===== src/rtl/core/bfc_pkg.sv =====
// Shared constants and types for the buddy free/coalesce unit.
// No dependencies; used by every module in rtl/core except bfc_map_mem.
`default_nettype none

package bfc_pkg;

  // Default geometry of the frame space and the order range.
  localparam int unsigned FrameBitsDef  = 12;
  localparam int unsigned OrderCountDef = 11;

  // Fixed widths of the transaction fields.
  localparam int unsigned FrameW    = 12;
  localparam int unsigned OrderOutW = 4;
  localparam int unsigned CountW    = 13;

  typedef logic [CountW-1:0] count_t;

  // Sequencer states: issue a bitmap read, then evaluate the returned bit.
  typedef enum logic [1:0] {
    SeqIdle,
    SeqRead,
    SeqEval
  } seq_state_e;

endpackage

`default_nettype wire


===== src/rtl/core/bfc_seq.sv =====
// Coalescing sequencer: walks the orders, reads and updates the free bitmap.
// Drives bfc_map_mem and bfc_count_file. Depends on bfc_pkg.
`default_nettype none

module bfc_seq #(
  parameter int unsigned FrameBits  = bfc_pkg::FrameBitsDef,
  parameter int unsigned OrderCount = bfc_pkg::OrderCountDef,
  parameter int unsigned OrderW     = $clog2(OrderCount),
  parameter int unsigned AddrW      = FrameBits + 1
) (
  input  wire logic                             clk_i,
  input  wire logic                             rst_ni,
  input  wire logic                             start,
  input  wire logic [bfc_pkg::FrameW-1:0]       frame_index_i,
  input  wire logic                             map_ready_i,
  output logic                                  busy,
  output logic                                  map_rd_en_o,
  output logic [AddrW-1:0]                      map_rd_addr_o,
  input  wire logic                             map_rd_data_i,
  output logic                                  map_wr_en_o,
  output logic [AddrW-1:0]                      map_wr_addr_o,
  output logic                                  map_wr_data_o,
  output logic [OrderW-1:0]                     cnt_idx_o,
  output logic                                  cnt_upd_en_o,
  output logic                                  cnt_upd_dec_o,
  input  bfc_pkg::count_t                       cnt_new_i,
  output logic                                  done_o,
  output logic [bfc_pkg::FrameW-1:0]            block_start_o,
  output logic [bfc_pkg::OrderOutW-1:0]         block_order_o,
  output bfc_pkg::count_t                       order_free_count_o
);

  // Highest order reachable by merging.
  localparam int unsigned Top = (OrderCount - 1 < FrameBits) ? OrderCount - 1 : FrameBits;

  bfc_pkg::seq_state_e state_q, state_d;
  logic [FrameBits-1:0]            start_q, start_d;
  logic [OrderW-1:0]               order_q, order_d;
  logic                            done_q, done_d;
  logic [bfc_pkg::FrameW-1:0]      out_start_q, out_start_d;
  logic [bfc_pkg::OrderOutW-1:0]   out_order_q, out_order_d;
  bfc_pkg::count_t                 out_count_q, out_count_d;

  logic [FrameBits-1:0] size_bit;
  logic [FrameBits-1:0] buddy;
  logic [AddrW-1:0]     order_base;
  logic [AddrW-1:0]     buddy_slot;
  logic [AddrW-1:0]     own_slot;
  logic                 merge;
  logic                 accept;

  // Bitmap addressing: order k starts at MAP_SIZE - 2^(AddrW-k).
  always_comb begin
    size_bit   = FrameBits'(1) << order_q;
    buddy      = start_q ^ size_bit;
    order_base = ~({AddrW{1'b1}} >> order_q);
    buddy_slot = order_base + AddrW'(buddy >> order_q);
    own_slot   = order_base + AddrW'(start_q >> order_q);
    merge      = (order_q < OrderW'(Top)) && map_rd_data_i;
    accept     = start && !busy;
  end

  // Next state.
  always_comb begin
    state_d = state_q;
    unique case (state_q)
      bfc_pkg::SeqIdle: begin
        if (accept) begin
          state_d = bfc_pkg::SeqRead;
        end
      end
      bfc_pkg::SeqRead: begin
        state_d = bfc_pkg::SeqEval;
      end
      bfc_pkg::SeqEval: begin
        state_d = merge ? bfc_pkg::SeqRead : bfc_pkg::SeqIdle;
      end
      default: begin
        state_d = bfc_pkg::SeqIdle;
      end
    endcase
  end

  // Datapath and memory controls.
  always_comb begin
    start_d       = start_q;
    order_d       = order_q;
    done_d        = 1'b0;
    out_start_d   = out_start_q;
    out_order_d   = out_order_q;
    out_count_d   = out_count_q;
    map_rd_en_o   = 1'b0;
    map_rd_addr_o = buddy_slot;
    map_wr_en_o   = 1'b0;
    map_wr_addr_o = own_slot;
    map_wr_data_o = 1'b1;
    cnt_idx_o     = order_q;
    cnt_upd_en_o  = 1'b0;
    cnt_upd_dec_o = 1'b0;
    unique case (state_q)
      bfc_pkg::SeqIdle: begin
        if (accept) begin
          start_d = FrameBits'(frame_index_i);
          order_d = '0;
        end
      end
      bfc_pkg::SeqRead: begin
        map_rd_en_o = 1'b1;
      end
      bfc_pkg::SeqEval: begin
        cnt_upd_en_o = 1'b1;
        map_wr_en_o  = 1'b1;
        if (merge) begin
          // Take the buddy off its free map and climb one order.
          map_wr_addr_o = buddy_slot;
          map_wr_data_o = 1'b0;
          cnt_upd_dec_o = 1'b1;
          start_d       = start_q & ~size_bit;
          order_d       = order_q + OrderW'(1);
        end else begin
          // Mark the final block free and report it.
          done_d      = 1'b1;
          out_start_d = bfc_pkg::FrameW'(start_q);
          out_order_d = bfc_pkg::OrderOutW'(order_q);
          out_count_d = cnt_new_i;
        end
      end
      default: begin
      end
    endcase
  end

  always_ff @(posedge clk_i or negedge rst_ni) begin
    if (!rst_ni) begin
      state_q <= bfc_pkg::SeqIdle;
      done_q  <= 1'b0;
    end else begin
      state_q <= state_d;
      done_q  <= done_d;
    end
  end

  always_ff @(posedge clk_i) begin
    start_q     <= start_d;
    order_q     <= order_d;
    out_start_q <= out_start_d;
    out_order_q <= out_order_d;
    out_count_q <= out_count_d;
  end

  assign busy               = (state_q != bfc_pkg::SeqIdle) || !map_ready_i;
  assign done_o             = done_q;
  assign block_start_o      = out_start_q;
  assign block_order_o      = out_order_q;
  assign order_free_count_o = out_count_q;

endmodule

`default_nettype wire


===== config.mk =====
export PLATFORM = sky130hd
export DESIGN_NAME = bfc_seq
export DESIGN_NICKNAME = d
export VERILOG_FILES = /design/src/rtl/core/bfc_pkg.sv /design/src/rtl/core/bfc_seq.sv
export SDC_FILE = /design/constraint.sdc
export NUM_CORES = 1
export LEC_CHECK = 0
export ABC_AREA = 1
export BUFFER_PORTS_ARGS = -buffer_cell sky130_fd_sc_hd__clkbuf_2
export CAP_MARGIN = 20
export CORE_MARGIN = 10
export CORE_UTILIZATION = 55
export DETAILED_ROUTE_END_ITERATION = 10
export PLACE_DENSITY_LB_ADDON = 0.1
export SYNTH_ARGS = -nofsm -noshare
export SYNTH_HDL_FRONTEND = slang
export SYNTH_SLANG_ARGS = --single-unit

===== constraint.sdc =====
create_clock -name clk_i -period 4.3 [get_ports clk_i]
set_clock_uncertainty 0.1 [all_clocks]
set_input_delay 0.43 -clock clk_i [delete_from_list [all_inputs] [get_ports clk_i]]
set_output_delay 0.43 -clock clk_i [all_outputs]
set_load 0.01 [all_outputs]

==> results of run 1 <==
## through the flow
stage	hold slack (ns)	TNS, ns	utilization [%]	setup slack (ns)
6_report	0.189	0	77.0	0.0227
2_1_floorplan	0.0344	0	-	0.329
4_1_cts	0.190	0	68.9	0.0178
3_3_place_gp	0.126	0	66.1	0.0151
5_1_grt	0.182	-0.788	77.0	-0.144
3_5_place_dp	0.128	-0.166	66.1	-0.0467
## repair_timing
action / CTS / global route
hold buffers: 1 / 0
gates resized for setup: 14 / 100
pin swaps: 5 / 32
gates cloned: 0 / 0
endpoints found under the setup margin: 18 / 17
setup buffers: 6 / 22
endpoints found under the hold margin: 3 / 0
## Yosys cell counts, types with 5 or more instances
master / count / area [µm²]
nand2_1: 174 / 653
inv_1: 57 / 214
nand3_1: 48 / 240
edfxtp_1: 45 / 1350
nor2_1: 43 / 161
ha_1: 40 / 500
o21ai_0: 28 / 140
a21oi_1: 25 / 125
buf_2: 7 / 35.0
o211ai_1: 6 / 45.0
xor2_1: 6 / 52.6
and2_1: 5 / 31.3
inv_2: 5 / 18.8
o21ai_1: 5 / 25.0
xnor2_1: 5 / 43.8
## path summary, 6_finish.rpt
check,start,slack [ns],cells past startpoint,to
hold reg to reg,state_q[1],0.40,1,state_q[1]
setup / recovery,cnt_idx_o[1],0.02,21,map_wr_addr_o[7]
min in group asynchronous,rst_ni,0.36,2,state_q[0]
hold / removal,cnt_new_i[3],0.19,1,order_free_count_o[3]
max in group asynchronous,rst_ni,3.63,2,done_o
setup reg to reg,cnt_idx_o[2],1.46,8,start_q[9]
## flip-flops by register name, indices dropped and copies added, names as in the netlist
signal,cells
block_order_o,4
done_o,1
cnt_idx_o,4
state_q,2
block_start_o,12
start_q,12
order_free_count_o,13
## cells by family after synthesis
logic type                 after synthesis  share of synthesized area, %
DFF                                     48                          34.9
muxes                                    2                         0.490
AOI/OAI and AO/OA                       80                          11.1
adders and majority gates               42                          13.2
buffers and inverters                   78                          7.75
xor gates and xnor gates                13                          3.16
and+or+nand+nor                        287                          29.4
## final cells by class
cell class                 count  area [µm²]  share of cell area, %
clock buffer                   5        68.8                   1.23
clock inverter                 3        42.5                  0.762
inverter                      62         233                   4.17
multi-input combinational    424        2770                   49.6
sequential                    48        1430                   25.6
tap                           99         124                   2.22
timing repair buffer         148         921                   16.5
## layer usage
layer	wire, µm	up-vias	track usage, %
li1	-	2116	-
met4	462	0	7.06
met1	5880	2075	30.3
met2	6690	289	37.7
met3	1520	53	5.86
met5	0	-	0
## power by group through the flow
stage	sequential [mW]	clock (mW)	combinational [mW]
2_1_floorplan	0.600	0	0.544
4_1_cts	0.583	0.325	0.906
3_5_place_dp	0.595	0	0.879
3_3_place_gp	0.593	0	0.867
5_1_grt	0.593	0.342	1.15
6_report	0.590	0.327	1.06
## worst max-delay path: cells and delay by family, from the launching register on
family	cells	cell delay (ns)
adder cells (fa/ha/maj)	3	0.79
AO/OA/AOI/OAI	4	0.62
flip-flops	1	0.51
buffers and inverters	3	0.47
XOR/XNOR	1	0.16
AND/OR/NAND/NOR	10	0.88
==> impl_results.md, run 1 <==
* Status: complete, no violations
* Endpoint class of the critical path: primary output
* Pwr/cell area at 354 nW/µm²
* Area delta synth->final at 36.7%
* 1st-iter DRT viols at 539
* Sink Count at 48
* Wire length of the first global-routing pass at 21,700 µm
* Post-Layout Inst Area at 5580 µm²
* Synth unique cells at 39
* Port bufs at 95
* Top Ports at 96
* RSZ-0062 raised after global routing: yes
* CP max stage delay at 0.51 ns
* Max Slew Vio Count at 0
* #FFs+latches synth at 48
* Final period utilization at 99.5%
* ANT cells at 0
* CTS tree: built
* Via-to-Cell Ratio at 5.75
* CTS clk-pin slew, worst paths at 0.09 ns
* Final RePlAce weighted congestion at 1.03
* Crit-path slowest cell: edfxtp_1
* Switching share of total power at 41.8%
* DP Area at 4790 µm²
* Vias at 4,533
* Placed insts at 753
* Crit-path max FO at 4
* Syn Nets at 622
* Most frequent cells in the layout: 147 x nand2_1, 88 x clkbuf_2, 55 x inv_1
* Non-filler cells, final at 789
* Root buf cell: clkbuf_8
* Relative slew slack at 44.2%
* Final ANT Viol Nets at 0
* Die X at 106 µm
* Routed WL per cell at 18.4 µm
* Synthesized cell area at 4080 µm²
* Design Power at 1.97 mW
* Die area at 11,300 µm²
* Fraction of layout cells with a size suffix above 1 at 35.1%
* Maximum VDD drop at 238 µV
* CTS Buf Count at 5
* DRT Pass-1 Iters at 6
* Tmin final at 4.28 ns
* Main synth FF type: edfxtp_1
* Ys async rst share at 6.25%
* CP startpoint kind: flip-flop
* Gr ovfl total at 0
* Worst EP arrival at 3.75 ns
* Combinational share of power at 53.6%
* Internal at 1.15 mW
* # rows at 31
* Post-Synthesis Cells at 550
* Fillers at 543
* GR Util All Layers at 23.4%
* Clock latency on the worst-skew pair at 0.31 ns
* Clk pwr share at 16.6%
* Dpl hpwl at 10,800 µm
* Yosys warning total at 0
* Register area share after synthesis at 34.9%
* Initial antenna violation count at 0
* Worst Hold Class: in2reg
* Die height at 106 µm
* Max frequency at 234 MHz
* Largest net degree at the start of global routing at 31
* NetSw at 0.826 mW
* Syn Area/Cell at 7.43 µm²
* DRC at 0
* Static leakage at 2.71 nW
* Reg power frac at 29.9%
* Vias in the first global route at 4,267
* Setup violators final at 0
* Worst-path cell chain: inv_2 > ha_4 > nand3_4 > ha_4 > nand2_1 > nand3_1 > nand2_2 > o21ai_2 > a221oi_2 > ha_1 > buf_6 > nand3_1 > nand2_2 > a21oi_4 > nor2_4 > nand2_1 > nand2_2 > xor2_2 > nand2_1 > o21ai_1 > clkbuf_2
* CORE AREA at 7250 µm²
* Most common cell after layout, fill and taps aside: nand2_1
* Initial Util at 56.3%
* Worst slew pin tran at 0.835 ns
* Final Hold Vio Count at 0
* Max Cap Violations at 0
* Drt total wl at 14,600 µm
* EDFF count, synth at 45
* H-tree levels at 2
* Clock Path Buffers at 2
* Final nets at 761
* Critical Path RT at 3.77 ns
* CP Class: reg2out
Power figures use the tool's default switching activity.
==> run 2, diff against run 1 <==
Settings changed: BUFFER_PORTS_ARGS -buffer_cell sky130_fd_sc_hd__clkbuf_2 to -buffer_cell sky130_fd_sc_hd__buf_2, GPL_TIMING_DRIVEN from default to 0.
==> run 2 against run 1 <==
Compared with the run above:
- the run now ends with negative setup slack left
- count of clock-buffer cells in the layout unchanged
- hold slack improved by 0.0045 ns
- sequential cell count unchanged
- critical path depth up 2
- sequential share of layout area is 0.53 points lower
- non-clock buffer count rose by 10
- global-route usage up 0.96 points
- utilization up 1.6 points
- register-to-register slack about the same
==> impl_results.md, run 2 (synthesis gave the netlist of run 1 again) <==
* Status: finished, violations left
* Violated checks: negative setup slack
* Clk pwr share at 16.0%
* Port bufs at 95
* Final ANT Viol Nets at 0
* Max FFs per register at 13
* Pwr/cell area at 347 nW/µm²
* Internal at 1.15 mW
* Top Ports at 96
* Die height at 106 µm
* CP startpoint kind: flip-flop
* DRT Pass-1 Iters at 8
* GR Util All Layers at 24.4%
* Setup crit start: cnt_idx_o[2]
* Drt total wl at 15,200 µm
* CTS Buf Count at 5
* Final nets at 771
* CTS clk-pin slew, worst paths at 0.08 ns
* Largest net degree at the start of global routing at 22
* CORE AREA at 7250 µm²
* Critical Path RT at 3.77 ns
* Max Slew Vio Count at 0
* Via-to-Cell Ratio at 5.85
* Reg power frac at 29.7%
* Area delta synth->final at 39.6%
* Relative slew slack at 45.4%
* 1st-iter DRT viols at 504
* Fin worst setup slack at -0.0874 ns
* Root buf cell: clkbuf_8
* DP Area at 4700 µm²
* DRC at 0
* Die X at 106 µm
* Initial antenna violation count at 0
* CP Class: reg2out
* Maximum VDD drop at 228 µV
* NetSw at 0.830 mW
* Die area at 11,300 µm²
* Dpl hpwl at 10,900 µm
* Switching share of total power at 41.9%
* Gr ovfl total at 0
* HP Start: cnt_new_i[5]
* Vias at 4,663
* Endpoint class of the critical path: primary output
* Pre-CTS worst setup slack at -0.661 ns
* Final period utilization at 102%
* Tmin final at 4.39 ns
* # rows at 31
* Max Cap Violations at 0
* RSZ-0062 raised after global routing: yes
* Routed WL per cell at 19.1 µm
* Worst EP arrival at 3.86 ns
* Initial Util at 56.3%
* Crit-path max FO at 4
* Most frequent cells in the layout: 147 x nand2_1, 100 x buf_2, 52 x inv_1
* ANT cells at 0
* Worst r2r src: cnt_idx_o[2]
* Vias in the first global route at 4,383
* H-tree levels at 2
* CTS tree: built
* Worst slew pin tran at 0.818 ns
* Worst Hold Class: in2reg
* Setup TNS at -0.315 ns
* Final RePlAce weighted congestion at 1.02
* Combinational share of power at 54.3%
* Fin util at 78.6%
* Sink Count at 48
* Clock Path Buffers at 2
* Final Hold Vio Count at 0
* Clock latency on the worst-skew pair at 0.30 ns
* Max frequency at 228 MHz
* Most common cell after layout, fill and taps aside: nand2_1
* Post-Layout Inst Area at 5700 µm²
* Static leakage at 2.76 nW
* Wire length of the first global-routing pass at 22,500 µm
* Setup violators final at 6
* Fraction of layout cells with a size suffix above 1 at 36.4%
## run 2: changes by cell type in the layout (fill, tap and decap cells not counted), sizes merged
cell,change
clkbuf,-86
clkinv,-1
clkinvlp,+1
inv,-2
buf,+96
## run 2: area by class of cell
type | instances | area, µm²
Timing Repair Buffer | 143 | 873
Fill cell | 493 | 1550
Sequential cell | 48 | 1430
Multi-Input combinational cell | 424 | 2800
Clock inverter | 1 | 30.0
Tap cell | 99 | 124
Buffer | 15 | 125
Inverter | 62 | 249
Clock buffer | 5 | 68.8
## run 2: repair_timing
action / in CTS / in global routing
endpoints found under the hold margin: 3 / 0
hold buffers: 1 / 0
setup buffers: 18 / 28
pin swaps: 17 / 39
setup endpoints to repair: 23 / 18
resized for setup: 65 / 71
## run 2: per-layer routing
| layer | routed length [µm] | part of all wire (%) | vias to the layer above | track usage [%] |
|---|---|---|---|---|
| met5 | 0 | 0 | - | 0 |
| li1 | - | - | 2138 | - |
| met3 | 1570 | 10 | 66 | 4.95 |
| met2 | 7220 | 47 | 328 | 40.2 |
| met1 | 5990 | 39 | 2131 | 31.6 |
| met4 | 458 | 3.0 | 0 | 6.96 |
## run 2: final timing paths
check                                        end  slack, ns  depth (start not counted)
max reg2reg                         cnt_idx_o[2]       1.46                          7
max in group asynchronous                 done_o       3.67                          2
min                        order_free_count_o[5]       0.19                          1
min reg2reg                     block_start_o[0]       0.42                          0
min in group asynchronous             state_q[1]       0.33                          2
max                            map_wr_addr_o[12]      -0.09                         23
## run 2: worst max-delay path, cell delays in order (launching register included)
cell	delay (ns)
edfxtp_1	0.51
buf_6	0.18
nor2_4	0.20
nand2_2	0.10
ha_4	0.29
nand2_1	0.10
a31oi_4	0.24
nand2_1	0.08
o211ai_1	0.09
o21ai_1	0.12
ha_1	0.34
nand2_1	0.11
nor2_2	0.05
a211oi_2	0.22
buf_4	0.19
nor2_2	0.04
nand2_1	0.08
nand2_2	0.09
nand2_2	0.11
nand2_2	0.05
nand2_2	0.08
nand3_2	0.06
nand2_1	0.07
buf_2	0.12
## run 2: power groups by stage
| stage | registers [mW] | logic (mW) | clock network, mW |
|---|---|---|---|
| final | 0.588 | 1.07 | 0.317 |
| after global placement | 0.594 | 0.827 | 0 |
| after global routing | 0.591 | 1.17 | 0.330 |
| after detailed placement | 0.595 | 0.843 | 0 |
| after floorplan | 0.600 | 0.544 | 0 |
| after CTS | 0.582 | 0.930 | 0.313 |
## run 2: stage by stage
| step | hold slack (ns) | instances | power (mW) |
|---|---|---|---|
| floorplan | 0.0344 | 550 | 1.14 |
| global placement | 0.124 | 744 | 1.42 |
| detailed placement | 0.124 | 745 | 1.44 |
| CTS | 0.196 | 769 | 1.82 |
| global route | 0.189 | 797 | 2.09 |
| finish | 0.193 | 797 | 1.98 |
==> run 3, diff against run 2 <==
Settings changed: SETUP_SLACK_MARGIN from default to 0.15.
==> run 3 against run 2 <==
Compared with the run above:
- the flow still finishes with violations (negative setup slack)
- routed wire length grew 2.2%
- combinational power up 6%
- first-iteration DRC count rose by 3.6%
- global-route usage up 1.3 points
- largest power group unchanged
==> impl_results.md, run 3 (synthesis gave the netlist of run 1 again) <==
* Final period utilization at 103%
* ANT cells at 0
* Largest net degree at the start of global routing at 22
* Clk pwr share at 15.4%
* CP bufs+invs at 4
* CTS Buf Count at 5
* Sink Count at 48
* Worst EP arrival at 3.90 ns
* H-tree levels at 2
* CTS tree: built
* CP startpoint kind: flip-flop
* Die height at 106 µm
* Violated checks: negative setup slack
* Maximum VDD drop at 236 µV
* Most frequent cells in the layout: 143 x nand2_1, 99 x buf_2, 51 x inv_1
* Initial Util at 56.3%
* Die area at 11,300 µm²
* RSZ-0062 raised after global routing: yes
* Max frequency at 226 MHz
* Fin util at 80.3%
* Pre-CTS worst setup slack at -0.661 ns
* NetSw at 0.853 mW
* Die X at 106 µm
* Vias in the first global route at 4,517
* Fin worst setup slack at -0.130 ns
* Max FFs per register at 13
* Internal at 1.18 mW
* Top Ports at 96
* Initial antenna violation count at 0
* Reg power frac at 28.9%
* Gr ovfl total at 0
* Design Power at 2.03 mW
* Clock latency on the worst-skew pair at 0.30 ns
* Final RePlAce weighted congestion at 1.02
* Area delta synth->final at 42.6%
* Hold Path Sink: order_free_count_o[8]
* Worst slew pin tran at 0.830 ns
* Final ANT Viol Nets at 0
* Status: finished, violations left
* Routed WL per cell at 19.5 µm
* Tmin final at 4.43 ns
* Hold Path Depth at 1
* Most common cell after layout, fill and taps aside: nand2_1
* GR Util All Layers at 25.7%
* Max Cap Violations at 0
* CP max stage delay at 0.51 ns
* Worst Hold Class: in2reg
* CP Class: reg2out
* R2r setup slk at 1.45 ns
* Crit path max-delay family: simple AND/OR/NAND/NOR gates
* Root buf cell: clkbuf_8
* DRC at 0
* Dpl hpwl at 10,900 µm
* Crit-path slowest cell: edfxtp_1
* CORE AREA at 7250 µm²
* Relative slew slack at 44.5%
* Critical Path RT at 3.77 ns
* 1st-iter DRT viols at 522
* Clock Path Buffers at 2
* Combinational share of power at 55.7%
* Crit-path max FO at 4
* Hold Worst Slack at 0.197 ns
* Wire length of the first global-routing pass at 23,500 µm
* Setup violators final at 6
* Pwr/cell area at 349 nW/µm²
* Port bufs at 95
* CTS clk-pin slew, worst paths at 0.08 ns
* Switching share of total power at 42.0%
* Vias at 4,687
* # rows at 31
* FF-to-FF path depth at 7
* Drt total wl at 15,600 µm
* Via-to-Cell Ratio at 5.86
* Fraction of layout cells with a size suffix above 1 at 37.8%
* Worst r2r src: cnt_idx_o[2]
* Final nets at 774
* Worst-path cell chain: buf_6 > nor2_4 > nand2_1 > ha_1 > nand2_2 > nand3_2 > nand2_1 > nand2_2 > o21ai_2 > ha_2 > inv_2 > fa_2 > nor2_2 > a211oi_2 > buf_4 > nor2_4 > nand2_2 > nand2_4 > nand2_2 > nand2_1 > nand2_1 > and2_1 > buf_2
* Endpoint class of the critical path: primary output
* R2R Path End: start_q[6]
* Final Hold Vio Count at 0
* Static leakage at 2.83 nW
* HP Start: cnt_new_i[8]
* DRT Pass-1 Iters at 8
* Max Slew Vio Count at 0
## run 3: power by group through the flow
stage / Sequential [mW] / Clock, mW / Combinational (mW)
floorplan: 0.600 / 0 / 0.544
global placement: 0.594 / 0 / 0.827
detailed placement: 0.595 / 0 / 0.843
CTS: 0.584 / 0.313 / 0.985
global route: 0.590 / 0.331 / 1.22
finish: 0.587 / 0.313 / 1.13
## run 3: how the worst max path moves through the flow
stage	from	to	slack, ns	cells after the start
floorplan	cnt_idx_o[1]	map_wr_addr_o[8]	0.33	22
global placement	cnt_idx_o[1]	map_rd_addr_o[12]	-0.63	23
detailed placement	cnt_idx_o[1]	map_wr_addr_o[10]	-0.66	25
CTS	cnt_idx_o[0]	map_rd_addr_o[12]	0.09	24
global route	cnt_idx_o[2]	map_wr_addr_o[10]	-0.22	24
finish	cnt_idx_o[2]	map_rd_addr_o[10]	-0.13	23
## run 3: layout make-up
| type | instances | area, µm² |
|---|---|---|
| plain buffers | 16 | 141 |
| clock buffers | 5 | 68.8 |
| well taps | 99 | 124 |
| inverters | 62 | 246 |
| clock inverters | 1 | 30.0 |
| flip-flops and latches | 48 | 1430 |
| fillers | 469 | 1430 |
| multi-input cells | 424 | 2880 |
| repair buffers | 145 | 910 |
## run 3: timing repair
action,4_1_cts,5_1_grt
gates resized for setup,99,54
setup endpoints to repair,24,19
setup buffers,34,14
pin swaps,38,35
endpoints found under the hold margin,3,0
hold buffers,1,0
## run 3: layer usage
layer | vias up | part of all wire [%] | track usage [%]
li1 | 2145 | - | -
met1 | 2135 | 39 | 32.1
met2 | 326 | 47 | 43.2
met3 | 81 | 10 | 5.74
met4 | 0 | 4.0 | 7.83
met5 | - | 0 | 0
## run 3: per-stage QoR
stage,instances,setup TNS [ns],instance area [µm²]
2_1_floorplan,550,0,4080
3_3_place_gp,744,-7.67,4680
3_5_place_dp,745,-7.90,4700
4_1_cts,786,0,5470
5_1_grt,800,-1.56,5820
6_report,800,-0.505,5820
