--- src/rtl/core/bfc_pkg.sv ---
// Shared constants and types for the buddy free/coalesce unit.
// No dependencies; used by every module in rtl/core except bfc_map_mem.
`default_nettype none

package bfc_pkg;

  // Default geometry of the frame space and the order range.
  localparam int unsigned FrameBitsDef  = 12;
  localparam int unsigned OrderCountDef = 11;

  // Fixed widths of the transaction fields.
  localparam int unsigned FrameW    = 12;
  localparam int unsigned OrderOutW = 4;
  localparam int unsigned CountW    = 13;

  typedef logic [CountW-1:0] count_t;

  // Sequencer states: issue a bitmap read, then evaluate the returned bit.
  typedef enum logic [1:0] {
    SeqIdle,
    SeqRead,
    SeqEval
  } seq_state_e;

endpackage

`default_nettype wire

--- src/rtl/core/bfc_count_file.sv ---
// Per-order free block counters, cleared by reset.
// One counter is read and updated per cycle. Depends on bfc_pkg.
`default_nettype none

module bfc_count_file #(
  parameter int unsigned OrderCount = bfc_pkg::OrderCountDef,
  parameter int unsigned OrderW     = $clog2(OrderCount)
) (
  input  wire logic              clk_i,
  input  wire logic              rst_ni,
  input  wire logic [OrderW-1:0] idx_i,
  input  wire logic              upd_en_i,
  input  wire logic              upd_dec_i,
  output bfc_pkg::count_t        cnt_new_o
);

  bfc_pkg::count_t cnt_q [OrderCount];
  bfc_pkg::count_t cnt_new;

  // Counts wrap on both directions.
  always_comb begin
    if (upd_dec_i) begin
      cnt_new = cnt_q[idx_i] - bfc_pkg::CountW'(1);
    end else begin
      cnt_new = cnt_q[idx_i] + bfc_pkg::CountW'(1);
    end
  end

  always_ff @(posedge clk_i or negedge rst_ni) begin
    if (!rst_ni) begin
      for (int i = 0; i < OrderCount; i++) begin
        cnt_q[i] <= '0;
      end
    end else if (upd_en_i) begin
      cnt_q[idx_i] <= cnt_new;
    end
  end

  assign cnt_new_o = cnt_new;

endmodule

`default_nettype wire

--- config.mk ---
export PLATFORM = sky130hd
export DESIGN_NAME = bfc_count_file
export DESIGN_NICKNAME = d
export VERILOG_FILES = /design/src/rtl/core/bfc_pkg.sv /design/src/rtl/core/bfc_count_file.sv
export SDC_FILE = /design/constraint.sdc
export NUM_CORES = 1
export LEC_CHECK = 0
export BUFFER_PORTS_ARGS = -buffer_cell sky130_fd_sc_hd__buf_4
export CORE_MARGIN = 3
export CORE_UTILIZATION = 62
export CTS_CLUSTER_DIAMETER = 100
export DETAILED_ROUTE_END_ITERATION = 8
export PLACE_DENSITY = 0.79
export SLEW_MARGIN = 30
export SYNTH_ARGS = -nofsm -noshare
export SYNTH_HDL_FRONTEND = slang
export SYNTH_SLANG_ARGS = --single-unit
--- constraint.sdc ---
create_clock -name clk_i -period 4.3 [get_ports clk_i]
set_clock_uncertainty 0.1 [all_clocks]
set_input_delay 0.215 -clock clk_i [delete_from_list [all_inputs] [get_ports clk_i]]
set_output_delay 0.215 -clock clk_i [all_outputs]
set_load 0.01 [all_outputs]
==> results of run 1 <==
[worst min-delay path: stages]
cell                      delay [ns]
sky130_fd_sc_hd__buf_4          0.15
sky130_fd_sc_hd__nand2_1        0.10
sky130_fd_sc_hd__nor2_1         0.16
sky130_fd_sc_hd__nand2_1        0.11
sky130_fd_sc_hd__nand2_1        0.05
[cell usage after synthesis, types with 2 or more instances]
cell type                  number
sky130_fd_sc_hd__dfrtp_1      143
sky130_fd_sc_hd__nand2_1      123
sky130_fd_sc_hd__o21ai_0       88
sky130_fd_sc_hd__mux2_2        65
sky130_fd_sc_hd__clkbuf_1      37
sky130_fd_sc_hd__mux4_2        24
sky130_fd_sc_hd__mux2i_1       17
sky130_fd_sc_hd__a21oi_1       15
sky130_fd_sc_hd__inv_1         15
sky130_fd_sc_hd__nor2_1        15
sky130_fd_sc_hd__o211ai_1      13
sky130_fd_sc_hd__ha_1          11
sky130_fd_sc_hd__o21ai_2        8
sky130_fd_sc_hd__buf_2          7
sky130_fd_sc_hd__nand3_1        6
sky130_fd_sc_hd__a21o_1         5
sky130_fd_sc_hd__nand4_1        5
sky130_fd_sc_hd__nor2b_1        5
sky130_fd_sc_hd__buf_6          4
sky130_fd_sc_hd__xnor2_1        4
sky130_fd_sc_hd__xor2_1         4
sky130_fd_sc_hd__buf_1          3
sky130_fd_sc_hd__nand2b_1       3
sky130_fd_sc_hd__nand3b_1       2
sky130_fd_sc_hd__o21ai_1        2
sky130_fd_sc_hd__o221ai_1       2
[per-layer routing]
layer	up-vias	global-route usage (%)	wire length, um
li1	2324	-	-
met1	2533	37.7	7110
met2	185	44.4	8050
met3	32	8.97	1310
met4	0	9.78	367
met5	-	0	0
[power groups by stage]
stage                     combinational [W]  sequential [W]  clock, W
after CTS                           0.00180         0.00224   0.00150
after global placement              0.00170         0.00221         0
after global routing                0.00202         0.00231   0.00155
after detailed placement            0.00178         0.00225         0
after floorplan                     0.00132         0.00214         0
final                               0.00181         0.00224   0.00149
[timing repair]
item	CTS	global route
resized for setup	0	1
endpoints found under the setup margin	0	1
endpoints found under the hold margin	104	0
hold buffers	1	0
[metrics by stage]
step	utilization, %	cell area, um2	power, W	hold WS (ns)
after global routing	72.9	8080	0.00588	0.319
after floorplan	-	7180	0.00346	-0.181
after global placement	67.1	7430	0.00391	0.280
after detailed placement	67.1	7430	0.00403	0.296
final	72.9	8080	0.00554	0.290
after CTS	72.5	8040	0.00554	0.257
[how the worst min path moves through the flow]
stage / startpoint / endpoint / slack [ns] / depth (start not counted)
final: upd_en_i / cnt_q[53] / 0.29 / 5
after CTS: upd_en_i / cnt_q[53] / 0.26 / 5
after global placement: rst_ni / cnt_q[97] / 0.28 / 1
after floorplan: rst_ni / cnt_q[0] / -0.18 / 0
after detailed placement: rst_ni / cnt_q[136] / 0.30 / 1
after global routing: upd_en_i / cnt_q[53] / 0.32 / 5
[layout make-up]
| class | instances | area [um2] |
|---|---|---|
| timing repair buffer | 43 | 339 |
| sequential | 143 | 3580 |
| fill | 735 | 3000 |
| inverter | 16 | 60.1 |
| multi-input combinational | 442 | 3330 |
| tap | 140 | 175 |
| clock inverter | 10 | 138 |
| clock buffer | 20 | 457 |
[cells by family (layout without fill, tap and decap cells)]
kind of cell	after synthesis	after routing
simple gates	167	167
compound gates	149	149
flops	143	143
mux	106	106
buf+inv	68	89
fa+ha+maj	12	12
xor+xnor	8	8
==> summary.md, run 1 <==
| Metric | Value |
|---|---|
| Worst hold-check path type | `in2reg` |
| Antenna violations before repair | `0` |
| Vias post-DR | `5,074` |
| Multiplexer fraction of the synthesized cell area | `20.1%` |
| Setup Fix Bufs, Post-CTS | `0` |
| Ratio of cells with drive above 1 in the final layout | `27.4%` |
| Post-synthesis to final-layout area growth | `12.5%` |
| Wire length per cell | `20.7 um` |
| Die outline width | `114 um` |
| Gate count of the mapped netlist | `653` |
| Grt total ovfl | `0` |
| CP peak stage delay | `0.60 ns` |
| Net count of the mapped netlist | `673` |
| Number of register bits inferred by synthesis | `143` |
| Input/output buffers | `20` |
| Effective utilization at floorplan | `64.8%` |
| Total of endpoints with negative setup slack in the final report | `0` |
| Register with the highest flop count | `cnt_q` |
| Crit share post-route | `92.4%` |
| Worst setup path endpoint | `cnt_new_o[7]` |
| Final Critical Period | `3.97 ns` |
| Dominant combinational cell family by area after synthesis | `multiplexers` |
| Iter 0 DRT Violations | `354` |
| Transition at the pin with the smallest max-transition slack | `1.02 ns` |
| GPL Wtd Cong | `0.903` |
| Post-synthesis sequential area ratio | `49.8%` |
| CTS buffer count | `17` |
| Rel. slew slack | `32.0%` |
| Antenna diode count | `0` |
| Biggest regs | `cnt_q x143` |
| Dpl hpwl | `10,900 um` |
| Yosys cell types | `53` |
| Worst R2R Start | `cnt_q[94]` |
| Share of total power consumed by net switching | `32.6%` |
| Count of endpoints failing hold in the final timing report | `0` |
| Adder and majority cell fraction of the synthesized area | `2.20%` |
| FF-to-FF End | `cnt_q[98]` |
| Power Dens Cells | `685 nW/um2` |
| Total routing usage reported by global routing | `28.3%` |
| Dominant register cell in the synthesized netlist | `sky130_fd_sc_hd__dfrtp_1` |
| DRC violation count after routing | `0` |
| Maximum number of pins on one net before global-route repair | `106` |
| Clock Pin Slew Worst Setup and Hold Paths | `0.06 ns` |
| Highest-count cells in the layout ignoring fill and taps | `143 x sky130_fd_sc_hd__dfrtp_1, 121 x sky130_fd_sc_hd__nand2_1, 88 x sky130_fd_sc_hd__o21ai_0` |
| Setup TNS | `0 ns` |
| Final-report max-slew violation count | `0` |
| CP Data Arrival Time | `3.66 ns` |
| Number of synthesis warnings | `0` |
| Slack of the worst reg-to-reg path | `0.86 ns` |
| Launch point of the critical path | `cnt_q[94]` |
| Largest fanout on the critical path | `12` |
| Area fraction in and, or, nand and nor cells after synthesis | `9.79%` |
| Non-filler instance count after layout | `814` |
| First-pass GRT wire length | `27,800 um` |
| Clock network latency to the later pin of the worst-skew pair | `0.43 ns` |
| 1st-pass router iterations | `5` |
| TritonCTS clock tree | `yes` |
| DIE HEIGHT | `114 um` |
| Share of the synthesized area in compound gates (AO/OA/AOI/OAI) | `13.0%` |
| Type of origin of the critical path | `register` |
| Top Ports | `21` |
| Worst path top cell family by delay | `compound AO/OA/AOI/OAI gates` |
| Mapped cell area | `7180 um2` |
| Largest register FFs | `143` |
| Run status | `finished, final reports clean` |
| Most common cell after layout, fill and taps aside | `sky130_fd_sc_hd__dfrtp_1` |
| Number of enable flip-flop cells after synthesis | `0` |
| Setup repair after global routing missed its margin | `false` |
| Power share of the combinational group | `32.6%` |
| Type of element capturing the critical path | `primary output` |
| Number of cell rows | `38` |
| Post-placement setup slack | `0.362 ns` |
| Library cell appearing most often on the critical path | `sky130_fd_sc_hd__o21ai_0` |
| Part of the total power dissipated in the clock network | `26.9%` |
| Switching Power | `0.00180 W` |
| Area fraction of the dominant cell type after synthesis | `49.8%` |
| Xor and xnor area share after synthesis | `0.976%` |
| Share of async-settable or async-resettable flops after synthesis | `100%` |
| Setup ws final | `0.328 ns` |
| Required time of the worst setup path | `3.98 ns` |
| Post-synthesis cell type with the largest combined area | `sky130_fd_sc_hd__dfrtp_1` |
| Maximum resistive drop on vdd | `612 uV` |
| Highest achievable clock rate | `0.252 GHz` |
| Maximum count of clock buffers along a single path | `2` |
| Slowest cell on the critical path | `sky130_fd_sc_hd__a211oi_2` |
| Number of placed cells counting well taps | `782` |
| Vias in the first global route | `5,362` |
| Via density per instance | `6.23` |
| Core Box Area | `11,100 um2` |
| Library cell used as clock root buffer | `sky130_fd_sc_hd__clkbuf_16` |
| Routed Antenna Nets | `0` |
| Leak pwr | `3.65 nW` |
| Wirelength, routed | `16,800 um` |
| CTS H-Tree Depth | `4` |
| Path depth of the worst reg2reg path | `10` |
| Buf+Inv Stages, Crit Path | `1` |
| Max-capacitance violation count | `0` |
| Post-synthesis area per instance | `11.0 um2` |
| Critical path class | `reg2out` |
| Die ar. | `12,900 um2` |
| Number of nets in the layout | `683` |
| Critical path depth | `10` |
| Clock tree sinks | `143` |
| Internal | `0.00373 W` |
| Dominant cells by area after synthesis | `sky130_fd_sc_hd__dfrtp_1 50%, sky130_fd_sc_hd__mux2_2 10%, sky130_fd_sc_hd__mux4_2 7.5%` |
| Worst path cell trace | `mux4_2 > o21ai_0 > o21ai_0 > ha_1 > nand2_1 > nor2_1 > a32oi_4 > and4b_1 > a211oi_2 > buf_4` |
| Reg power frac | `40.5%` |
Power figures use the tool's default switching activity.
==> run 2: changes to the inputs <==
--- a/config.mk
+++ b/config.mk
@@ -5,12 +5,12 @@
 export SDC_FILE = /design/constraint.sdc
 export NUM_CORES = 1
 export LEC_CHECK = 0
-export BUFFER_PORTS_ARGS = -buffer_cell sky130_fd_sc_hd__buf_4
 export CORE_MARGIN = 3
-export CORE_UTILIZATION = 62
+export CORE_UTILIZATION = 64
 export CTS_CLUSTER_DIAMETER = 100
 export DETAILED_ROUTE_END_ITERATION = 8
-export PLACE_DENSITY = 0.79
+export DONT_BUFFER_PORTS = 1
+export PLACE_DENSITY = 0.8
 export SLEW_MARGIN = 30
 export SYNTH_ARGS = -nofsm -noshare
 export SYNTH_HDL_FRONTEND = slang
==> run 2 against run 1 <==
Effect of this change: global-route usage hardly changed; flip-flop and latch count stayed put; non-clock buffer count is 28 lower; design area is 2.1% lower; largest power group unchanged; via count hardly changed; critical path type unchanged; routed wire length is 0.99% lower; critical endpoint is now cnt_new_o[12]; highest routed layer unchanged.
==> summary.md, run 2 (synthesized netlist as in run 1, its figures left out) <==
| Metric | Value |
|---|---|
| Run status | `finished, final reports clean` |
| Highest-count cells in the layout ignoring fill and taps | `143 x sky130_fd_sc_hd__dfrtp_1, 123 x sky130_fd_sc_hd__nand2_1, 88 x sky130_fd_sc_hd__o21ai_0` |
| Library cell used as clock root buffer | `sky130_fd_sc_hd__clkbuf_8` |
| Worst setup path endpoint | `cnt_new_o[12]` |
| Highest achievable clock rate | `0.256 GHz (+1.6%)` |
| Post-synthesis to final-layout area growth | `10.1%` |
| Iter 0 DRT Violations | `444 (+25%)` |
| Routed Antenna Nets | `0 (unchanged)` |
| Wire length per cell | `21.2 um (+2.5%)` |
| Count of endpoints failing hold in the final timing report | `0 (unchanged)` |
| Transition at the pin with the smallest max-transition slack | `0.982 ns (-0.0366 ns)` |
| Required time of the worst setup path | `3.98 ns (about the same)` |
| Maximum number of pins on one net before global-route repair | `144 (+36%)` |
| Final Critical Period | `3.91 ns (-0.0612 ns)` |
| Ratio of cells with drive above 1 in the final layout | `23.7% (-3.8 points)` |
| Leak pwr | `3.53 nW (-3.4%)` |
| Path depth of the worst reg2reg path | `10 (unchanged)` |
| Max-capacitance violation count | `0 (unchanged)` |
| Largest fanout on the critical path | `12 (unchanged)` |
| Number of cell rows | `38 (unchanged)` |
| Antenna diode count | `0 (unchanged)` |
| Fillers | `712 (-3.1%)` |
| Via density per instance | `6.45 (+3.5%)` |
| Input/output buffers | `0 (-100%)` |
| Antenna violations before repair | `0 (unchanged)` |
| Power Dens Cells | `680 nW/um2 (-0.81%)` |
| Worst hold-check path type | `in2reg` |
| Setup Fix Bufs, Post-CTS | `0 (unchanged)` |
| CP Data Arrival Time | `3.60 ns (-0.06 ns)` |
| Maximum count of clock buffers along a single path | `2 (unchanged)` |
| Post-detailed-placement cell area | `7190 um2 (-3.2%)` |
| Worst R2R Start | `cnt_q[134]` |
| Wirelength, routed | `16,700 um (-0.99%)` |
| Final-report max-slew violation count | `0 (unchanged)` |
| Core Box Area | `10,900 um2 (-1.7%)` |
| Dpl hpwl | `10,200 um (-6.3%)` |
| Type of element capturing the critical path | `primary output` |
| Clock Pin Slew Worst Setup and Hold Paths | `0.06 ns (about the same)` |
| Launch point of the critical path | `cnt_q[134]` |
| Register with the highest flop count | `cnt_q` |
| Total of endpoints with negative setup slack in the final report | `0 (unchanged)` |
| FF-to-FF End | `cnt_q[88]` |
| 1st-pass router iterations | `5 (unchanged)` |
| Grt total ovfl | `0 (unchanged)` |
| Vias in the first global route | `5,195 (-3.1%)` |
| Die ar. | `12,500 um2 (-3.0%)` |
| Top Ports | `21 (unchanged)` |
| Maximum resistive drop on vdd | `486 uV (-21%)` |
| Setup ws final | `0.390 ns (+0.0612 ns)` |
| Die outline width | `112 um (-1.5%)` |
| Most common cell after layout, fill and taps aside | `sky130_fd_sc_hd__dfrtp_1` |
| DIE HEIGHT | `112 um (-1.5%)` |
| Largest register FFs | `143 (unchanged)` |
| Final core occ | `72.6% (-0.30 points)` |
| CTS H-Tree Depth | `4 (unchanged)` |
| Setup repair after global routing missed its margin | `false` |
| Vias post-DR | `5,070 (-0.079%)` |
| Post-placement setup slack | `0.648 ns (+0.286 ns)` |
| CTS buffer count | `17 (unchanged)` |
| Total routing usage reported by global routing | `28.3% (about the same)` |
| Critical path class | `reg2out` |
| TritonCTS clock tree | `yes` |
| Clock network latency to the later pin of the worst-skew pair | `0.54 ns (+0.11 ns)` |
| Rel. slew slack | `34.4% (+2.4 points)` |
| DRC violation count after routing | `0 (unchanged)` |
| Final instance area | `7910 um2 (-2.1%)` |
| Slack of the worst reg-to-reg path | `0.80 ns (-0.06 ns)` |
| Effective utilization at floorplan | `66.0% (+1.1 points)` |
| Crit share post-route | `90.9% (-1.4 points)` |
| Type of origin of the critical path | `register` |
| Setup TNS | `0 ns (unchanged)` |
| Clock tree sinks | `143 (unchanged)` |
| First-pass GRT wire length | `27,100 um (-2.3%)` |
| Biggest regs | `cnt_q x143` |
| Number of nets in the layout | `655 (-4.1%)` |
| GPL Wtd Cong | `0.885 (-2.0%)` |
[run 2: final cells by class]
cell class | instances | area, um2 | share of cell area (%)
repair buffers | 15 | 145 | 1.84
clock buffers | 25 | 494 | 6.25
well taps | 140 | 175 | 2.22
multi-input cells | 442 | 3350 | 42.4
flip-flops and latches | 143 | 3580 | 45.3
inverters | 16 | 60.1 | 0.760
clock inverters | 5 | 103 | 1.30
[run 2: layer usage]
layer	wire length, um	track usage (%)
met1	6780	36.9
met2	8070	45.0
met3	1290	8.32
met4	527	11.9
met5	0	0
[run 2: timing repair]
action,CTS,global route
hold endpoints to repair,146,0
endpoints found under the setup margin,0,2
hold buffers,6,0
gates resized for setup,0,2
[run 2: power by group]
part	switching (W)	internal, W
Sequential	0.000307	0.00193
Clock	0.000529	0.000955
Combinational	0.000885	0.000769
Total	0.00172	0.00365
[run 2: stage by stage]
stage          hold WS [ns]  total power (W)  instances
2_1_floorplan        -0.181          0.00346        653
3_3_place_gp         -0.176          0.00370        750
3_5_place_dp         -0.177          0.00384        750
4_1_cts             0.00653          0.00537        786
5_1_grt              0.0420          0.00569        786
6_report             0.0732          0.00538        786
[run 2: critical path: stages (launching register included)]
cell	delay, ns
sky130_fd_sc_hd__dfrtp_1	0.39
sky130_fd_sc_hd__mux4_2	0.47
sky130_fd_sc_hd__o21ai_0	0.17
sky130_fd_sc_hd__o21ai_0	0.10
sky130_fd_sc_hd__ha_1	0.32
sky130_fd_sc_hd__a21oi_1	0.44
sky130_fd_sc_hd__o211ai_1	0.22
sky130_fd_sc_hd__nand2_1	0.16
sky130_fd_sc_hd__o21ai_0	0.20
sky130_fd_sc_hd__xnor2_2	0.41
sky130_fd_sc_hd__inv_1	0.17
[run 2: worst min-delay path by stage]
stage / start / end / slack [ns] / cells after the start
after floorplan: rst_ni / cnt_q[0] / -0.18 / 0
after global placement: rst_ni / cnt_q[78] / -0.18 / 0
after detailed placement: rst_ni / cnt_q[0] / -0.18 / 0
after CTS: idx_i[1] / cnt_q[92] / 0.007 / 4
after global routing: idx_i[1] / cnt_q[53] / 0.04 / 4
final: idx_i[0] / cnt_q[53] / 0.07 / 4
==> run 3: changes to the inputs <==
--- a/config.mk
+++ b/config.mk
@@ -5,12 +5,14 @@
 export SDC_FILE = /design/constraint.sdc
 export NUM_CORES = 1
 export LEC_CHECK = 0
+export CELL_PAD_IN_SITES_DETAIL_PLACEMENT = 0
+export CELL_PAD_IN_SITES_GLOBAL_PLACEMENT = 1
 export CORE_MARGIN = 3
-export CORE_UTILIZATION = 64
+export CORE_UTILIZATION = 52
 export CTS_CLUSTER_DIAMETER = 100
 export DETAILED_ROUTE_END_ITERATION = 8
 export DONT_BUFFER_PORTS = 1
-export PLACE_DENSITY = 0.8
+export PLACE_DENSITY_LB_ADDON = 0.1
 export SLEW_MARGIN = 30
 export SYNTH_ARGS = -nofsm -noshare
 export SYNTH_HDL_FRONTEND = slang
==> run 3 against run 2 <==
Effect of this change: fmax fell by 1.1%; die area rose by 22%; global-route usage fell by 4.1 points; utilization fell by 14 points; routed wire length barely moved; design area barely moved; worst setup slack got worse by 0.044 ns; total power fell by 1.3%; register-to-register slack improved by 0.03 ns; clock power barely moved.
==> summary.md, run 3 (synthesized netlist as in run 1, its figures left out) <==
| Metric | Value |
|---|---|
| Post-synthesis to final-layout area growth | `10.0% (about the same)` |
| Clock Pin Slew Worst Setup and Hold Paths | `0.06 ns (about the same)` |
| Grt total ovfl | `0 (unchanged)` |
| Setup repair after global routing missed its margin | `false` |
| Die ar. | `15,300 um2 (+22%)` |
| Hold Path Sink | `cnt_q[66]` |
| Final-report max-slew violation count | `0 (unchanged)` |
| Wire length per cell | `20.3 um (-4.4%)` |
| Vias post-DR | `4,798 (-5.4%)` |
| Ratio of cells with drive above 1 in the final layout | `24.0% (+0.31 points)` |
| Iter 0 DRT Violations | `425 (-4.3%)` |
| 1st-pass router iterations | `4 (-1)` |
| GPL Wtd Cong | `0.898 (+1.4%)` |
| Effective utilization at floorplan | `53.6% (-12 points)` |
| Top Ports | `21 (unchanged)` |
| Most common cell after layout, fill and taps aside | `sky130_fd_sc_hd__dfrtp_1` |
| TritonCTS clock tree | `yes` |
| Clock tree sinks | `143 (unchanged)` |
| Worst hold stages | `4 (unchanged)` |
| Non-filler instance count after layout | `822 (+4.6%)` |
| Vias in the first global route | `4,929 (-5.1%)` |
| Leak pwr | `3.51 nW (-0.63%)` |
| First-pass GRT wire length | `27,100 um (about the same)` |
| Highest achievable clock rate | `0.253 GHz (-1.1%)` |
| Crit share post-route | `92.0% (+1.0 points)` |
| Highest-count cells in the layout ignoring fill and taps | `143 x sky130_fd_sc_hd__dfrtp_1, 121 x sky130_fd_sc_hd__nand2_1, 88 x sky130_fd_sc_hd__o21ai_0` |
| Maximum number of pins on one net before global-route repair | `144 (unchanged)` |
| Critical path class | `reg2out` |
| Worst path top cell family by delay | `compound AO/OA/AOI/OAI gates` |
| Area taken by multi-input logic gates | `3330 um2 (-0.75%)` |
| Biggest regs | `cnt_q x143` |
| Number of cell rows | `42 (+11%)` |
| Critical path depth | `10 (unchanged)` |
| Total of endpoints with negative setup slack in the final report | `0 (unchanged)` |
| DIE HEIGHT | `124 um (+10%)` |
| Run status | `finished, final reports clean` |
| Fillers | `1,128 (+58%)` |
| Slowest cell on the critical path | `sky130_fd_sc_hd__xnor2_1` |
| Maximum count of clock buffers along a single path | `2 (unchanged)` |
| Setup TNS | `0 ns (unchanged)` |
| Setup ws final | `0.345 ns (-0.0444 ns)` |
| CTS buffer count | `17 (unchanged)` |
| Final Critical Period | `3.95 ns (+0.0444 ns)` |
| Transition at the pin with the smallest max-transition slack | `0.995 ns (+0.0134 ns)` |
| CP Data Arrival Time | `3.64 ns (+0.04 ns)` |
| Input/output buffers | `0 (unchanged)` |
| Via density per instance | `5.84 (-9.5%)` |
| Wirelength, routed | `16,700 um (about the same)` |
| FF-to-FF End | `cnt_q[38]` |
| Buf+Inv Stages, Crit Path | `1 (unchanged)` |
| Rel. slew slack | `33.5% (-0.90 points)` |
| Slack of the worst reg-to-reg path | `0.83 ns (+0.03 ns)` |
| Worst R2R Start | `cnt_q[92]` |
| Core Box Area | `13,400 um2 (+23%)` |
| CTS resizes | `0 (unchanged)` |
| Worst hold-check path type | `in2reg` |
| Die outline width | `124 um (+10%)` |
| Antenna diode count | `0 (unchanged)` |
| CTS H-Tree Depth | `4 (unchanged)` |
| Library cell appearing most often on the critical path | `sky130_fd_sc_hd__o21ai_0` |
| Power Dens Cells | `672 nW/um2 (-1.2%)` |
| Total routing usage reported by global routing | `24.2% (-4.1 points)` |
| Sequential Area | `3580 um2 (unchanged)` |
| Largest register FFs | `143 (unchanged)` |
| Count of endpoints failing hold in the final timing report | `0 (unchanged)` |
| Hold Startpoint | `upd_en_i` |
| Routed Antenna Nets | `0 (unchanged)` |
| Antenna violations before repair | `0 (unchanged)` |
| Final core occ | `59.0% (-14 points)` |
| Number of placed cells counting well taps | `789 (+5.2%)` |
| Type of origin of the critical path | `register` |
| Post-placement setup slack | `0.799 ns (+0.151 ns)` |
| DRC violation count after routing | `0 (unchanged)` |
| Required time of the worst setup path | `3.98 ns (about the same)` |
| Max-capacitance violation count | `0 (unchanged)` |
| Register with the highest flop count | `cnt_q` |
| Overall power after layout | `0.00531 W (-1.3%)` |
| Maximum resistive drop on vdd | `334 uV (-31%)` |
| Dpl hpwl | `10,500 um (+2.7%)` |
| Type of element capturing the critical path | `primary output` |
| Library cell used as clock root buffer | `sky130_fd_sc_hd__clkbuf_16` |
| Path depth of the worst reg2reg path | `10 (unchanged)` |
| CP peak stage delay | `0.71 ns (+0.24 ns)` |
| Clock network latency to the later pin of the worst-skew pair | `0.44 ns (-0.10 ns)` |
| Number of nets in the layout | `654 (-0.15%)` |
| Worst path cell trace | `mux4_2 > o21ai_0 > o21ai_0 > fa_1 > a21oi_1 > o211ai_1 > nand2_1 > o21ai_0 > xnor2_1 > inv_1` |
| Largest fanout on the critical path | `12 (unchanged)` |
## run 3: cell types whose count changed in the layout (fill, tap and decap cells not counted), sizes merged
cell | previous run | this run
clkbuf | 25 | 21
dlygate4sd3 | 5 | 1
buf | 10 | 13
clkinv | 1 | 4
clkinvlp | 1 | 2
inv | 16 | 17
## run 3: worst max-delay path by stage
stage | startpoint | end | slack [ns]
2_1_floorplan | idx_i[0] | cnt_q[10] | 0.54
3_3_place_gp | cnt_q[92] | cnt_new_o[12] | 0.82
3_5_place_dp | cnt_q[92] | cnt_new_o[12] | 0.80
4_1_cts | cnt_q[92] | cnt_new_o[12] | 0.30
5_1_grt | cnt_q[92] | cnt_new_o[12] | 0.03
6_report | cnt_q[92] | cnt_new_o[12] | 0.35
## run 3: cell type report
| cell class | instances | share of cell area (%) |
|---|---|---|
| Multi-Input combinational cell | 442 | 42.1 |
| Clock buffer | 21 | 5.70 |
| Sequential cell | 143 | 45.3 |
| Inverter | 16 | 0.760 |
| Timing Repair Buffer | 14 | 1.62 |
| Tap cell | 176 | 2.79 |
| Clock inverter | 10 | 1.74 |
## run 3: worst register-to-register path, delay by kind of cell (launching register included)
family	cells	cell delay, ns
muxes	1	0.46
and+or+nand+nor	1	0.11
DFF	1	0.38
adders and majority gates	1	0.47
xor gates and xnor gates	1	0.71
AOI/OAI and AO/OA	6	1.09
## run 3: per-layer routing
layer | up-vias | share of wire, % | GRT usage [%]
li1 | 2274 | - | -
met1 | 2410 | 47 | 33.8
met2 | 93 | 47 | 36.4
met3 | 21 | 4.9 | 6.45
met4 | 0 | 1.6 | 9.20
met5 | - | 0 | 0
## run 3: per-stage QoR
stage,hold WS (ns),area (um2)
2_1_floorplan,-0.181,7180
3_3_place_gp,-0.175,7250
3_5_place_dp,-0.175,7260
4_1_cts,0.102,7890
5_1_grt,0.154,7900
6_report,0.131,7900
## run 3: what timing repair did
item | CTS | global route
endpoints found under the hold margin | 143 | 0
hold buffers | 2 | 0
buffers inserted | 0 | 0
## run 3: where the power goes
| group | internal [W] | leakage, nW | switching, W |
|---|---|---|---|
| registers | 0.00193 | 1.78 | 0.000286 |
| logic | 0.000765 | 1.45 | 0.000849 |
| clock network | 0.000921 | 0.283 | 0.000554 |
| total | 0.00362 | 3.51 | 0.00169 |
